`config.mk`:
```
export PLATFORM = sky130hd
export DESIGN_NAME = pwm_duty_cycle_meter_top
export DESIGN_NICKNAME = d
export VERILOG_FILES = /design/src/design/pdcm_pkg.sv /design/src/design/pdcm_seq.sv /design/src/design/pwm_duty_cycle_meter_top.sv
export SDC_FILE = /design/constraint.sdc
export NUM_CORES = 1
export LEC_CHECK = 0
export BUFFER_PORTS_ARGS = -buffer_cell sky130_fd_sc_hd__buf_2
export CAP_MARGIN = 15
export CELL_PAD_IN_SITES_DETAIL_PLACEMENT = 1
export CELL_PAD_IN_SITES_GLOBAL_PLACEMENT = 1
export CORE_UTILIZATION = 50
export CTS_BUF_LIST = sky130_fd_sc_hd__clkbuf_16
export CTS_CLUSTER_SIZE = 16
export DETAILED_ROUTE_END_ITERATION = 10
export HOLD_SLACK_MARGIN = 0.15
export PLACE_DENSITY_LB_ADDON = 0.08
export SETUP_SLACK_MARGIN = 0.1
export SLEW_MARGIN = 20
export SYNTH_ARGS = -nofsm -noshare
export SYNTH_HDL_FRONTEND = slang
export SYNTH_SLANG_ARGS = --single-unit
```
`constraint.sdc`:
```
create_clock -name clk -period 10.4 [get_ports clk]
set_input_delay 1.04 -clock clk [delete_from_list [all_inputs] [get_ports clk]]
set_output_delay 1.04 -clock clk [all_outputs]
set_load 0.1 [all_outputs]
```
`src/design/pdcm_pkg.sv`:
```
// Package for the duty-cycle meter: payload types, microcode and sequencer constants.
package pdcm_pkg;

    localparam int TIME_BITS = 16;
    localparam int PCT_BITS  = 7;
    localparam int PROD_BITS = TIME_BITS + PCT_BITS;
    localparam int DIV_BITS  = PCT_BITS;
    localparam int CNT_BITS  = $clog2(DIV_BITS + 1);
    localparam logic [PCT_BITS-1:0] PCT_FULL = PCT_BITS'(100);

    typedef struct packed {
        logic        rising;
        logic [15:0] capture_time;
    } edge_item_t;

    typedef struct packed {
        logic [6:0]  duty_percent;
        logic [15:0] period_ticks;
        logic [15:0] high_ticks;
        logic [15:0] edge_count;
    } result_item_t;

    // Datapath operations
    localparam logic [3:0] OP_NONE     = 4'd0;
    localparam logic [3:0] OP_LOAD     = 4'd1;
    localparam logic [3:0] OP_RISE     = 4'd2;
    localparam logic [3:0] OP_FALL     = 4'd3;
    localparam logic [3:0] OP_MUL      = 4'd4;
    localparam logic [3:0] OP_SAT      = 4'd5;
    localparam logic [3:0] OP_DIV_INIT = 4'd6;
    localparam logic [3:0] OP_DIV_STEP = 4'd7;
    localparam logic [3:0] OP_TAKE_Q   = 4'd8;
    localparam logic [3:0] OP_EMIT     = 4'd9;

    // Jump conditions
    localparam logic [3:0] C_NEVER       = 4'd0;
    localparam logic [3:0] C_ALWAYS      = 4'd1;
    localparam logic [3:0] C_NO_ITEM     = 4'd2;
    localparam logic [3:0] C_RISING      = 4'd3;
    localparam logic [3:0] C_NO_OPEN     = 4'd4;
    localparam logic [3:0] C_ZERO_PERIOD = 4'd5;
    localparam logic [3:0] C_HIGH_GE     = 4'd6;
    localparam logic [3:0] C_LOOP        = 4'd7;
    localparam logic [3:0] C_SAME        = 4'd8;
    localparam logic [3:0] C_OUT_BUSY    = 4'd9;

    localparam int STEP_BITS = 4;

    // Program steps
    localparam logic [STEP_BITS-1:0] S_IDLE     = 4'd0;
    localparam logic [STEP_BITS-1:0] S_RISE     = 4'd1;
    localparam logic [STEP_BITS-1:0] S_FALL     = 4'd2;
    localparam logic [STEP_BITS-1:0] S_MUL      = 4'd3;
    localparam logic [STEP_BITS-1:0] S_SAT      = 4'd4;
    localparam logic [STEP_BITS-1:0] S_DIV_INIT = 4'd5;
    localparam logic [STEP_BITS-1:0] S_DIV_STEP = 4'd6;
    localparam logic [STEP_BITS-1:0] S_TAKE_Q   = 4'd7;
    localparam logic [STEP_BITS-1:0] S_COMPARE  = 4'd8;
    localparam logic [STEP_BITS-1:0] S_EMIT     = 4'd9;
    localparam logic [STEP_BITS-1:0] S_DONE     = 4'd10;

    typedef struct packed {
        logic [3:0]           op;
        logic [3:0]           cond;
        logic [STEP_BITS-1:0] target;
    } ctrl_t;

    typedef struct packed {
        logic no_item;
        logic rising;
        logic no_open;
        logic zero_period;
        logic high_ge;
        logic loop;
        logic same;
        logic out_busy;
    } flags_t;

    // Control store: if cond holds, jump to target, else fall through
    function automatic ctrl_t rom_word(input logic [STEP_BITS-1:0] step);
        ctrl_t w;
        case (step)
            S_IDLE:     w = '{OP_LOAD,     C_NO_ITEM,     S_IDLE};
            S_RISE:     w = '{OP_RISE,     C_RISING,      S_IDLE};
            S_FALL:     w = '{OP_FALL,     C_NO_OPEN,     S_IDLE};
            S_MUL:      w = '{OP_MUL,      C_ZERO_PERIOD, S_IDLE};
            S_SAT:      w = '{OP_SAT,      C_HIGH_GE,     S_COMPARE};
            S_DIV_INIT: w = '{OP_DIV_INIT, C_NEVER,       S_IDLE};
            S_DIV_STEP: w = '{OP_DIV_STEP, C_LOOP,        S_DIV_STEP};
            S_TAKE_Q:   w = '{OP_TAKE_Q,   C_NEVER,       S_IDLE};
            S_COMPARE:  w = '{OP_NONE,     C_SAME,        S_IDLE};
            S_EMIT:     w = '{OP_EMIT,     C_OUT_BUSY,    S_EMIT};
            S_DONE:     w = '{OP_NONE,     C_ALWAYS,      S_IDLE};
            default:    w = '{OP_NONE,     C_ALWAYS,      S_IDLE};
        endcase
        return w;
    endfunction

endpackage

```
`src/design/pdcm_seq.sv`:
```
// Microcode sequencer: step counter, control store and conditional jumps.
module pdcm_seq
    import pdcm_pkg::*;
(
    input  logic                 clk,
    input  logic                 rst_n,
    input  flags_t               flags,
    output ctrl_t                ctrl,
    output logic [STEP_BITS-1:0] step
);

    logic [STEP_BITS-1:0] step_reg;
    logic [STEP_BITS-1:0] step_next;
    logic                 take;

    assign ctrl = rom_word(step_reg);
    assign step = step_reg;

    always_comb
    begin
        case (ctrl.cond)
            C_NEVER:       take = 1'b0;
            C_ALWAYS:      take = 1'b1;
            C_NO_ITEM:     take = flags.no_item;
            C_RISING:      take = flags.rising;
            C_NO_OPEN:     take = flags.no_open;
            C_ZERO_PERIOD: take = flags.zero_period;
            C_HIGH_GE:     take = flags.high_ge;
            C_LOOP:        take = flags.loop;
            C_SAME:        take = flags.same;
            C_OUT_BUSY:    take = flags.out_busy;
            default:       take = 1'b1;
        endcase
        step_next = take ? ctrl.target : step_reg + STEP_BITS'(1);
    end

    always_ff @(posedge clk or negedge rst_n)
    begin
        if (!rst_n)
        begin
            step_reg <= S_IDLE;
        end
        else
        begin
            step_reg <= step_next;
        end
    end

endmodule

```
`src/design/pwm_duty_cycle_meter_top.sv`:
```
// Top level of the duty-cycle meter: handshakes, datapath and sequencer instance.
//
// Usage
//   Edge channel: one request per captured signal edge (direction and timer
//   value). Result channel: one request each time the duty percentage
//   changes, carrying duty, period, high time and the edge count.
//   Both channels use valid/stall; a request moves when valid is high and
//   stall is low.
// Timing
//   Edges are handled one at a time by a microcoded sequencer. edge_stall is
//   high while an edge is being worked on.
//   A rising edge stores its time; an opening falling edge stores its time.
//   A closing falling edge stops if the period is zero, skips the divide if
//   the duty saturates, and else runs the 7-step restoring divide.
//   A result appears in the output register in the cycle after the emit step.
// Stalls
//   The output register holds a result while result_stall is high; the
//   sequencer waits at its emit step only if a second result is ready
//   before the first has gone. Edges that give no result are not held up.
// Reset
//   rst_n clears the stored rise and fall times, the open measurement, the
//   last duty, the edge counter and the output valid.
module pwm_duty_cycle_meter_top
    import pdcm_pkg::*;
(
    input  logic         clk,
    input  logic         rst_n,
    input  logic         edge_valid,
    output logic         edge_stall,
    input  edge_item_t   edge_item,
    output logic         result_valid,
    input  logic         result_stall,
    output result_item_t result_item
);

    ctrl_t                ctrl;
    flags_t               flags;
    logic [STEP_BITS-1:0] step;

    logic edge_take;
    logic out_free;

    // item latched at acceptance
    logic                 rising_reg,  rising_next;
    logic [TIME_BITS-1:0] now_reg,     now_next;
    logic [15:0]          edges_reg,   edges_next;

    // measurement state
    logic [TIME_BITS-1:0] rise_reg,    rise_next;
    logic [TIME_BITS-1:0] ff_reg,      ff_next;
    logic                 have_reg,    have_next;
    logic [PCT_BITS-1:0]  last_reg,    last_next;

    // working registers
    logic [TIME_BITS-1:0] period_reg,  period_next;
    logic [TIME_BITS-1:0] high_reg,    high_next;
    logic [PROD_BITS-1:0] prod_reg,    prod_next;
    logic [TIME_BITS-1:0] rem_reg,     rem_next;
    logic [DIV_BITS-1:0]  dq_reg,      dq_next;
    logic [CNT_BITS-1:0]  cnt_reg,     cnt_next;
    logic [PCT_BITS-1:0]  pct_reg,     pct_next;

    // output register
    result_item_t         out_reg,     out_next;
    logic                 out_vld_reg, out_vld_next;

    logic [TIME_BITS:0]   trial;
    logic                 q_bit;

    pdcm_seq u_seq (
        .clk   (clk),
        .rst_n (rst_n),
        .flags (flags),
        .ctrl  (ctrl),
        .step  (step)
    );

    assign edge_stall   = (step != S_IDLE);
    assign edge_take    = edge_valid && !edge_stall;
    assign out_free     = !out_vld_reg || !result_stall;
    assign result_valid = out_vld_reg;
    assign result_item  = out_reg;

    assign flags.no_item     = !edge_take;
    assign flags.rising      = rising_reg;
    assign flags.no_open     = !have_reg;
    assign flags.zero_period = (period_reg == '0);
    assign flags.high_ge     = (high_reg >= period_reg);
    assign flags.loop        = (cnt_reg != CNT_BITS'(1));
    assign flags.same        = (pct_reg == last_reg);
    assign flags.out_busy    = !out_free;

    // one restoring-divide step: bring down next dividend bit, try subtract
    assign trial = {rem_reg, dq_reg[DIV_BITS-1]};
    assign q_bit = (trial >= {1'b0, period_reg});

    always_comb
    begin
        rising_next  = rising_reg;
        now_next     = now_reg;
        edges_next   = edges_reg;
        rise_next    = rise_reg;
        ff_next      = ff_reg;
        have_next    = have_reg;
        last_next    = last_reg;
        period_next  = period_reg;
        high_next    = high_reg;
        prod_next    = prod_reg;
        rem_next     = rem_reg;
        dq_next      = dq_reg;
        cnt_next     = cnt_reg;
        pct_next     = pct_reg;
        out_next     = out_reg;
        out_vld_next = out_vld_reg && result_stall;

        case (ctrl.op)
            OP_NONE:
            begin
            end
            OP_LOAD:
            begin
                if (edge_take)
                begin
                    rising_next = edge_item.rising;
                    now_next    = TIME_BITS'(edge_item.capture_time);
                    edges_next  = edges_reg + 16'd1;
                end
            end
            OP_RISE:
            begin
                if (rising_reg)
                begin
                    rise_next = now_reg;
                end
            end
            OP_FALL:
            begin
                if (!have_reg)
                begin
                    ff_next   = now_reg;
                    have_next = 1'b1;
                end
                else
                begin
                    have_next   = 1'b0;
                    period_next = now_reg - ff_reg;
                    high_next   = now_reg - rise_reg;
                end
            end
            OP_MUL:
            begin
                prod_next = PROD_BITS'(high_reg) * PROD_BITS'(PCT_FULL);
            end
            OP_SAT:
            begin
                pct_next = PCT_FULL;
            end
            OP_DIV_INIT:
            begin
                // high < period here, so the top part is already below the divisor
                rem_next = prod_reg[PROD_BITS-1:DIV_BITS];
                dq_next  = prod_reg[DIV_BITS-1:0];
                cnt_next = CNT_BITS'(DIV_BITS);
            end
            OP_DIV_STEP:
            begin
                rem_next = q_bit ? TIME_BITS'(trial - {1'b0, period_reg})
                                 : trial[TIME_BITS-1:0];
                dq_next  = {dq_reg[DIV_BITS-2:0], q_bit};
                cnt_next = cnt_reg - CNT_BITS'(1);
            end
            OP_TAKE_Q:
            begin
                pct_next = PCT_BITS'(dq_reg);
            end
            OP_EMIT:
            begin
                if (out_free)
                begin
                    last_next            = pct_reg;
                    out_vld_next         = 1'b1;
                    out_next.duty_percent = pct_reg;
                    out_next.period_ticks = 16'(period_reg);
                    out_next.high_ticks   = 16'(high_reg);
                    out_next.edge_count   = edges_reg;
                end
            end
            default:
            begin
            end
        endcase
    end

    always_ff @(posedge clk or negedge rst_n)
    begin
        if (!rst_n)
        begin
            edges_reg   <= '0;
            rise_reg    <= '0;
            ff_reg      <= '0;
            have_reg    <= 1'b0;
            last_reg    <= '0;
            out_vld_reg <= 1'b0;
        end
        else
        begin
            edges_reg   <= edges_next;
            rise_reg    <= rise_next;
            ff_reg      <= ff_next;
            have_reg    <= have_next;
            last_reg    <= last_next;
            out_vld_reg <= out_vld_next;
        end
    end

    always_ff @(posedge clk)
    begin
        rising_reg <= rising_next;
        now_reg    <= now_next;
        period_reg <= period_next;
        high_reg   <= high_next;
        prod_reg   <= prod_next;
        rem_reg    <= rem_next;
        dq_reg     <= dq_next;
        cnt_reg    <= cnt_next;
        pct_reg    <= pct_next;
        out_reg    <= out_next;
    end

endmodule

```
## Word-level counts from Yosys, hierarchy flattened

Memories as Yosys holds them, arrays and structs flattened.
Index checks and enable logic that the tools add are counted.

- Memory bits (read-only): 192
- Memories: 1
- Word-level logic and storage cells: 79
- Bits in registers: 219
- Bits of input ports: 21

- Multipliers: 1
- Multiplexer cells: 10
- $add $sub $neg: 6
- Eq/ne operators: 19
- Magnitude comparators: 2
- Bitwise operators: 1
- Reductions and logical operators: 19

Memory list:

| name | depth | width | rd ports | clocked after Yosys merged registers in | write ports | line | text |
|---|---|---|---|---|---|---|---|
| (no name shown) | 16 | 12 | 1 | 0 | 0 | pdcm_pkg.sv:82 | `case (step)` |

Operators by type and width:

| operator | count |
|---|---|
| subtractor 16 bit | 3 |
| == test 4 x 3 -> 1 bit (second input constant) | 8 |
| case mux 16 bit (2 select lines) | 1 |
| case mux 7 bit (2 select lines) | 2 |
| multiplier 16 x 5 -> 21 bit (second input constant) | 1 |
| greater-or-equal comparator 17 x 16 -> 1 bit | 1 |
| adder 16 x 1 -> 16 bit (second input constant) | 1 |
| == test 4 x 2 -> 1 bit (second input constant) | 4 |
| == test 4 bit (second input constant) | 4 |
| greater-or-equal comparator 16 bit | 1 |
| logical NOT 16 bit | 1 |
| two-way mux 16 bit | 1 |
| AND reduction 2 bit | 5 |
| case mux 1 bit (9 select lines) | 1 |
| == test 7 bit | 1 |
| logical NOT 1 bit | 6 |
| case mux 3 bit (2 select lines) | 1 |
| adder 4 x 1 -> 4 bit (second input constant) | 1 |
| == test 4 x 1 -> 1 bit (second input constant) | 1 |
| logical NOT 4 bit | 1 |
| two-way mux 4 bit | 1 |
| nonzero test 2 bit | 2 |
| nonzero test 4 bit | 1 |
| two-way mux 1 bit | 3 |
| 5 further kinds | 6 |

## Logic depth before layout (Yosys ltp)

Gate-level depths: netlist (run 1).

- Depth after elaboration: 6
- Gate-level depth with buffers: 14

## Modules after synthesis

A second synthesis (run 1) with hierarchy kept.

- Cell total of the unflattened synthesis: 1108
- Area, all modules: 12378.1 sq um

Modules (own cells, without submodules):

| module | times used | cells each | area each (sq um) | sequential area each (sq um) |
|---|---|---|---|---|
| pwm_duty_cycle_meter_top | 1 | 1033 | 11750.0 | 6170.9 |
| pdcm_seq | 1 | 75 | 628.1 | 100.1 |

## Least setup slack after synthesis (run 1)

OpenSTA, ideal clock, no wires.

- Path type: reg2reg
- Start point: register u_seq.step_reg[0], in the netlist u_seq.step[0]
- End point: register last_reg[0]
- Cell stages (with the launch flop): 8
- Path buffers: 1
- Arrival time: 3686 ps
- Path slack: 6588 ps
- Path through: dfrtp_1 -> clkbuf_1 -> inv_1 -> ha_1 -> nor2_1 -> a31oi_1 -> a21oi_2 -> mux2_2

- Cells in the longest elaborated chain, start to end: 3

RTL lines:

| item | line | text |
|---|---|---|
| start: declaration | pdcm_seq.sv:12 | `logic [STEP_BITS-1:0] step_reg;` |
| start signal: assignment | pdcm_seq.sv:45 | `step_reg <= step_next;` |
| memory read (16 x 12 bit) | -- |  |
| == test 4 bit | pwm_duty_cycle_meter_top.sv:116 | `case (ctrl.op)` |
| AND reduction 2 bit (no line) | -- |  |
| end signal: assignment | pwm_duty_cycle_meter_top.sv:211 | `last_reg <= last_next;` |
| end: declaration | pwm_duty_cycle_meter_top.sv:52 | `logic [PCT_BITS-1:0] last_reg, last_next;` |

No other way between the ends.
A chain may end at the register's enable or synchronous reset.

## Worst setup path after layout (run 1)

- Start point: register high_reg[3]
- End point: register prod_reg[22] (data pin)

- Cells in the longest elaborated chain, start to end: 1

RTL lines:

| item | line | text |
|---|---|---|
| start: declaration | pwm_duty_cycle_meter_top.sv:56 | `logic [TIME_BITS-1:0] high_reg, high_next;` |
| start signal: assignment | pwm_duty_cycle_meter_top.sv:221 | `high_reg <= high_next;` |
| multiplier 16 x 5 -> 21 bit | pwm_duty_cycle_meter_top.sv:152 | `prod_next = PROD_BITS'(high_reg) * PROD_BITS'(PCT_FULL);` |
| end signal: assignment | pwm_duty_cycle_meter_top.sv:222 | `prod_reg <= prod_next;` |
| end: declaration | pwm_duty_cycle_meter_top.sv:57 | `logic [PROD_BITS-1:0] prod_reg, prod_next;` |

No other way between the ends.

==> run summary, run 1 <==
Setup repair after global routing left no endpoint under its margin. Of the cells placed in the final design, the portion with a size suffix greater than 1 is 14.4%. In this run the count of I/O pins placed on the die edge is 78.

The worst-case IR drop observed on VDD is 157 uV. The total count of max-transition violations in the final report is 0. Counting instances in the post-synthesis netlist gives the leading cell types as edfxtp_1 (158), ha_1 (124), inv_1 (118), nand2_1 (76), dfrtp_1 (61). For the maximum root-to-sink buffer count, the log shows 3. In this run the core area contains 56 standard-cell rows.

Counting flops and latches in the post-synthesis netlist gives 219. The detail route stage leaves a number of antenna-violating nets equal to 0. The number of synthesized flops with an enable pin is 158, and the number of cells produced by synthesis is 1040.

The flow ran to the end, and the final reports show no timing, DRC or antenna violations. For this block, the via count after detailed routing is 8063. The CTS H-tree depth was 1; the distinct cell type count after synthesis was 72. Across the run, the number of max-cap violations was 0. The logs give 6690 ps for the worst setup timing slack at the placement stage and 10650 ps for the data required time of the critical path.

The first global-routing pass estimated 45400 um of wire. The run gives 1 as the initial antenna violation count. The data arrival time at the worst-slack endpoint was 4030 ps; the chip width was 158 um. Setup violations remaining at the end of the flow were counted as 0.

After layout, the worst path uses 36.4% of the clock period. The achievable clock frequency is 265 MHz. edfxtp_1 takes more of the synthesized area than any other cell.

Most frequent cell after synthesis: edfxtp_1. The pin slew with the least headroom to its limit came out at 980 ps. The count of yosys warnings during synthesis is 0. Setup slack on the critical path of the routed design comes to 6620 ps. The repair_antennas step left the layout with diodes totalling 0. The number of clock buffers added by TritonCTS is 25. For the detailed-placement wirelength estimate, the log shows 21600 um. Number of nets in the finished design: 1296. The total overflow left after global routing is 0.

The logs give 6.04 nW for the static leakage and 0 for the number of hold buffers added after cts. The proportion of synthesized flip-flops having asynchronous set or reset works out to 27.9%. The clock arrives with 13.6 ps of skew. The post-detailed-routing wire length is 28700 um, and the critical-path maximum fanout is 5. For the number of buffers inserted to repair setup after CTS, the log shows 0.

The setup path with the least slack is of type register to register. The max-slew headroom at the worst pin is 34.7%. The run gives 51.5% as the initial core utilization. The detailed router finished its first iteration with 335 violations. The clock network latency to the later pin of the worst-skew pair was 510 ps.

Path category of the worst min-delay check: register to register. STA classifies the critical path endpoint as a register. After synthesis the cells add up to 12200 um2. After synthesis, the mean cell area works out to 11.8 um2.

STA classifies the critical path startpoint as a register. The core region is 23800 um2. The first detailed-routing pass ran for 5 iterations.

Clock edge transition at the registers on the reported setup and hold paths: 60 ps. The floorplan step defined a die boundary enclosing 25100 um2. The CTS sink count was 219. From bottom edge to top edge, the die measures 158 um. During placement, the flow inserted port buffers numbering 77. The post-cts resize count is 0. TritonCTS built the clock tree. Counting I/O delays and the setup requirement, the final critical path takes 3780 ps.

Entering global routing, the biggest net connects 63 pins. Among all flip-flop cells after synthesis, the most frequent one is edfxtp_1. After routing, the total negative slack on setup checks comes to 0 ps. After synthesis, the largest area contributor takes up 38.8% of total cell area. Relative to the synthesized area, the layout overhead comes to 12.4%.

After detailed routing, the number of vias per cell comes to 5.47. The final routed wire length divided by cell count was 19.4 um; the DRC violation count after routing was 0. The hold violation count in the final report is 0.

Dividing total power by cell area gives a power density of 372 nW/um2. The tools report the part of the Yosys area used for sequential elements as 51.3%. Routability-driven placement finished with a final weighted congestion of 0.834. By area the synthesized netlist is led by edfxtp_1 (39%), ha_1 (13%), dfrtp_1 (12%), xnor2_1 (3.8%), inv_1 (3.6%). Across every metal layer, demand over resource in global routing totals 23.8%. The via count of the first global-routing pass was 8491; the number of flip-flops in the largest register was 55. Synthesis produced a netlist with a net count of 1199. The root buffer cell chosen for the clock tree is clkbuf_16.
[worst max-delay path, stage by stage (launching register included)]
cell and delay (ps):
edfxtp_1 490, ha_1 320, ha_1 320, fa_1 500, ha_1 370, a21o_1 140, a21oi_1 110, o211ai_1 300
a31oi_1 150, o21ba_2 230, or2_1 230, a311oi_1 270, xnor2_1 110
[final timing paths]
kind,start,end,slack (ps),cells after the start
worst min-delay path,rise_reg[0],rise_reg[0],490,2
min in group asynchronous,rst_n,rise_reg[8],720,2
worst min register to register,rise_reg[0],rise_reg[0],490,2
worst max register to register,high_reg[3],prod_reg[22],6620,12
max in group asynchronous,rst_n,rise_reg[5],9020,2
worst max-delay path,high_reg[3],prod_reg[22],6620,12
[cell usage in the layout, fill, tap and decap left out, drive strengths merged, types with 9 or more instances in the layout]
cell type	Yosys	final
xor2	21	21
nand4	9	9
fa	14	14
clkbuf	10	25
nor2	51	51
nor3	12	12
buf	5	85
edfxtp	158	158
and3	20	20
nand3	20	20
nand2b	11	11
a21o	29	29
mux2i	13	13
inv	118	123
or3	9	9
nand2	78	78
xnor2	53	53
clkinv	0	13
dfrtp	61	61
o21ai	46	46
mux2	25	25
a21oi	48	48
ha	124	124
[stage by stage]
stage                     instance area, um2  std cells  hold slack [ps]  util, %  power (mW)
after CTS                              13700       1474              492     57.9        5.15
final                                  13700       1474              493     57.9        5.11
after detailed placement               13000       1429              467     54.8        4.31
after floorplan                        12200       1040              441        -        3.63
after global routing                   13700       1474              512     57.9        5.53
after global placement                 13000       1429              457     54.8        4.20
[power by group]
group / internal, mW / switching, mW
combinational: 1.16 / 1.62
sequential: 1.34 / 0.187
clock: 0.458 / 0.340
[area by class of cell]
type | count | area (um2)
well taps | 319 | 399
multi-input cells | 688 | 5450
clock inverters | 20 | 113
repair buffers | 85 | 445
flip-flops and latches | 219 | 6270
inverters | 118 | 443
clock buffers | 25 | 626
fillers | 2466 | 10000
[routing by layer]
| layer | GRT usage [%] | vias up | part of all wire (%) |
|---|---|---|---|
| met5 | 0 | - | 0 |
| li1 | - | 3918 | - |
| met2 | 41.3 | 143 | 50 |
| met1 | 30.3 | 3942 | 44 |
| met4 | 8.29 | 0 | 3.3 |
| met3 | 3.43 | 60 | 3.5 |
[logic make-up (layout without fill, tap and decap cells)]
kind of cell	count (synthesis)	in the layout	share of synthesized area, %
mux	38	38	3.37
buf+inv	133	248	4.29
xor+xnor	74	74	5.30
simple gates	246	246	10.3
flops	219	219	51.3
fa+ha+maj	138	138	15.0
compound gates	192	192	10.5
Note: power is estimated with default switching activity, not from simulation.
==> inputs of run 2 (changes only) <==
- ABC_AREA: not set -> 1
- CORE_UTILIZATION: 50 -> 44
- clock period: 10.4 -> 3.43 ns (I/O delays scaled with it)
==> run 2 against run 1 <==
Critical path type unchanged. Setup slack got worse by 6400 ps. Synthesized cell count rose by 33%. Worst hold slack got worse by 190 ps. Cell count rose by 30%. Die area rose by 21%. Clock power rose to 3.8 times the previous value. Combinational power rose to 3.4 times the previous value. Clock-buffer cell count rose by 1.
==> run summary, run 2 <==
Distinct cell type count after synthesis: 38 (-47%). Synthesized area per cell: 9.38 um2 (-20%). The area fraction of the dominant cell type after synthesis is 36.5% (-2.3 points). The wire length of the first global-routing pass was 51700 um (+14%); the iteration count of the initial detailed-routing pass was 4 (-1). The initial core utilization was 45.1% (-6.4 points); the final period demand of the worst path was 3200 ps (-585 ps). The net count after synthesis is 1546 (+29%), and the count of yosys warnings during synthesis is 0 (unchanged). The dominant cell type by area after synthesis was edfxtp_1.

The logs give 17.0 mW (+230%) for the overall power after layout and 230 ps (-6390 ps) for the reg2reg setup slack. For the via count, the log shows 9597 (+19%). Worst setup timing slack at the placement stage: 69.5 ps (-6620 ps).

The highest cell delay on the worst timing path is 490 ps (about the same), and the CTS sink count is 219 (unchanged). In the layout the commonest cells are nand2_1 (335), inv_1 (227), edfxtp_1 (158). The data required time of the critical path was 3720 ps (-6930 ps); the maximum number of pins on one net before global-route repair was 33 (-48%). For the total count of max-transition violations in the final report, the log shows 0 (unchanged).

The achievable clock frequency is 313 MHz (+18%), and the number of synthesized flops with an enable pin is 158 (unchanged). The antenna violation net count after detailed routing came out at 0 (unchanged). The pin slew with the least headroom to its limit was 513 ps (-467 ps). The count of state elements after synthesis is 219 (unchanged).

The tools report the post-layout worst setup margin as 234 ps (-6390 ps). The slowest stage of the critical path is the fa_1 cell. The worst-case reg-to-reg path depth was 13 (+1); the proportion of synthesized flip-flops having asynchronous set or reset was 27.9% (unchanged). The root buffer cell was clkbuf_16. Final routed wire length divided by cell count: 16.4 um (-15%). Chip width: 174 um (+9.8%). The instance count on the critical path was 13 (+1); the count of maximum capacitance violations was 0 (unchanged).

The data arrival time at the worst-slack endpoint came out at 3480 ps (-550 ps). nand2_1 is the most common cell in the netlist. The run gives 26 (+4.0%) as the CTS buffer count. The logs give 62 (+11%) for the row count and 0 (unchanged) for the hold violation count in the final report. The count of filler cells inserted in the layout is 3324 (+35%), and the via density per instance is 4.99 (-8.8%). The area of the mapped netlist is 13000 um2 (+6.4%). Sorting the synthesized cells by how often they occur yields nand2_1 (335), inv_1 (223), edfxtp_1 (158), ha_1 (124), nor2_1 (75). The tools report the core area as 28900 um2 (+21%). The number of cells produced by synthesis came out at 1387 (+33%).

The number of flip-flops in the largest register is 55 (unchanged), and the part of the Yosys area used for sequential elements is 48.2% (-3.1 points). The share of the clock period used by the worst path after layout is 93.2% (+57 points). Total global routing track utilization: 21.4% (-2.4 points).

The number of buffer and inverter stages on the critical path works out to 2 (+2). The fraction of final layout cells sized beyond drive strength 1 was 13.0% (-1.4 points). The clock edge transition at the registers on the reported setup and hold paths is 60 ps (about the same), and the CTS H-tree depth is 1 (unchanged). The clock network latency to the later pin of the worst-skew pair was 540 ps (+30 ps).

The critical path goes through ha_1 > ha_1 > inv_1 > fa_1 > inv_1 > ha_1 > a21oi_1 > nand2_1 > a21oi_2 > o21ai_2 > and2_1 > o21bai_1 > nand2_1. The logs give 10164 (+20%) for the via count of the first global-routing pass and 0 (unchanged) for the total of endpoints with negative setup slack in the final report. The y dimension of the die is 174 um (+9.8%), and the DRC violation count after routing is 0 (unchanged). The tools report the area enclosed by the die boundary as 30300 um2 (+21%). Startpoint of the worst register-to-register path: high_reg[3]. The number of buffers inserted by port buffering is 77 (unchanged), and the post-detailed-routing wire length is 31600 um (+10%).

Most numerous cell on the critical path: ha_1. STA classifies the critical path endpoint as a register. The endpoint of the worst-slack reg-to-reg timing path is prod_reg[18]. The maximum root-to-sink buffer count came out at 3 (unchanged). Detailed-placement wirelength estimate: 24400 um (+13%).

The run gives 0 (-1) as the initial antenna violation count. The number of antenna diodes is 0 (unchanged), and the worst voltage drop across the vdd grid is 501 uV (+220%). Leaving out fill and tap cells, the most frequent cell in the layout is nand2_1. TritonCTS built the clock tree. The flow ran to the end, and the final reports show no timing, DRC or antenna violations. Max-slew headroom at the worst pin: 65.8% (+31 points).

The run gives 0 ps (unchanged) as the total negative slack for setup checks. The worst setup path is of the register to register kind. The family of cells with the greatest summed delay on the critical path is adder cells.

Setup repair after global routing could not meet its margin everywhere. Compared with the post-synthesis result, the final layout area differs by 16.2%. The global placement routability congestion was 0.879 (+5.5%).

The global route total overflow was 0 (unchanged). The number of nets in the finished design was 1678 (+29%); the static leakage was 7.22 nW (+19%). The path category of the worst min-delay check is primary input to async pin.

Kind of launch point of the worst setup path: a register. Most frequently used flop master after synthesis: edfxtp_1. The critical-path maximum fanout was 4 (-1); the power per cell area was 1120 nW/um2 (+200%). The number of I/O pins was 78 (unchanged).

The violation count after the first detailed-routing iteration was 342 (+2.1%). Sorting the synthesized cells by area gives the leading types as edfxtp_1 (36%), ha_1 (12%), dfrtp_1 (12%), nand2_1 (9.7%), inv_1 (6.4%). The worst clock skew came out at 19.7 ps (+6.04 ps).
run 2: cell count changes in the layout (fill, tap and decap cells not counted), sizes merged, moves of 21 or more:
cell | previous run | this run
xnor2 | 53 | 25
mux2 | 25 | 0
a21o | 29 | 4
nor2 | 51 | 86
nand2 | 78 | 357
nand3 | 20 | 62
inv | 123 | 235
a21oi | 48 | 73
nand3b | 2 | 23
run 2: through the flow:
step	utilization, %	hold WS, ps	area (um2)	instances
6_report	52.4	307	15100	1923
2_1_floorplan	-	47.4	13000	1387
4_1_cts	52.2	290	15100	1919
3_5_place_dp	48.2	349	13900	1852
3_3_place_gp	48.2	351	13900	1852
5_1_grt	52.4	349	15100	1923
run 2: power breakdown:
part / leakage, nW / switching, mW / internal [mW]
combinational: 4.55 / 6.01 / 3.37
clock: 0.477 / 1.09 / 1.90
sequential: 2.19 / 0.497 / 4.11
run 2: what timing repair did:
| item | CTS | global route |
|---|---|---|
| resized for setup | 1 | 8 |
| hold buffers | 19 | 0 |
| buffers inserted | 0 | 4 |
| setup endpoints to repair | 3 | 8 |
| hold endpoints to repair | 37 | 0 |
| pin swaps | 0 | 1 |
run 2: how the worst max path moves through the flow:
stage                           start            to  slack [ps]
after floorplan           high_reg[3]  prod_reg[18]         330
after global placement    high_reg[3]  prod_reg[18]          90
after detailed placement  high_reg[3]  prod_reg[18]          70
after CTS                 high_reg[3]  prod_reg[18]         110
after global routing      high_reg[3]  prod_reg[18]          80
final                     high_reg[3]  prod_reg[18]         230
run 2: kinds of logic after synthesis:
logic type | share of synthesized area (%)
flops | 48.2
xor+xnor | 4.31
simple gates | 19.5
compound gates | 6.19
fa+ha+maj | 14.1
buf+inv | 7.74
run 2: layout make-up:
class	instances	area (um2)	share of cell area [%]
sequential	219	6270	41.5
multi-input combinational	921	5760	38.1
inverter	230	866	5.73
timing repair buffer	121	788	5.22
clock buffer	26	651	4.31
tap	384	480	3.18
clock inverter	22	293	1.94
run 2: per-layer routing:
layer | track usage [%] | vias to the layer above | wire length, um
met4 | 4.93 | 0 | 561
met1 | 27.1 | 4643 | 14000
li1 | - | 4810 | -
met3 | 2.43 | 39 | 900
met5 | 0 | - | 0
met2 | 38.9 | 105 | 16100
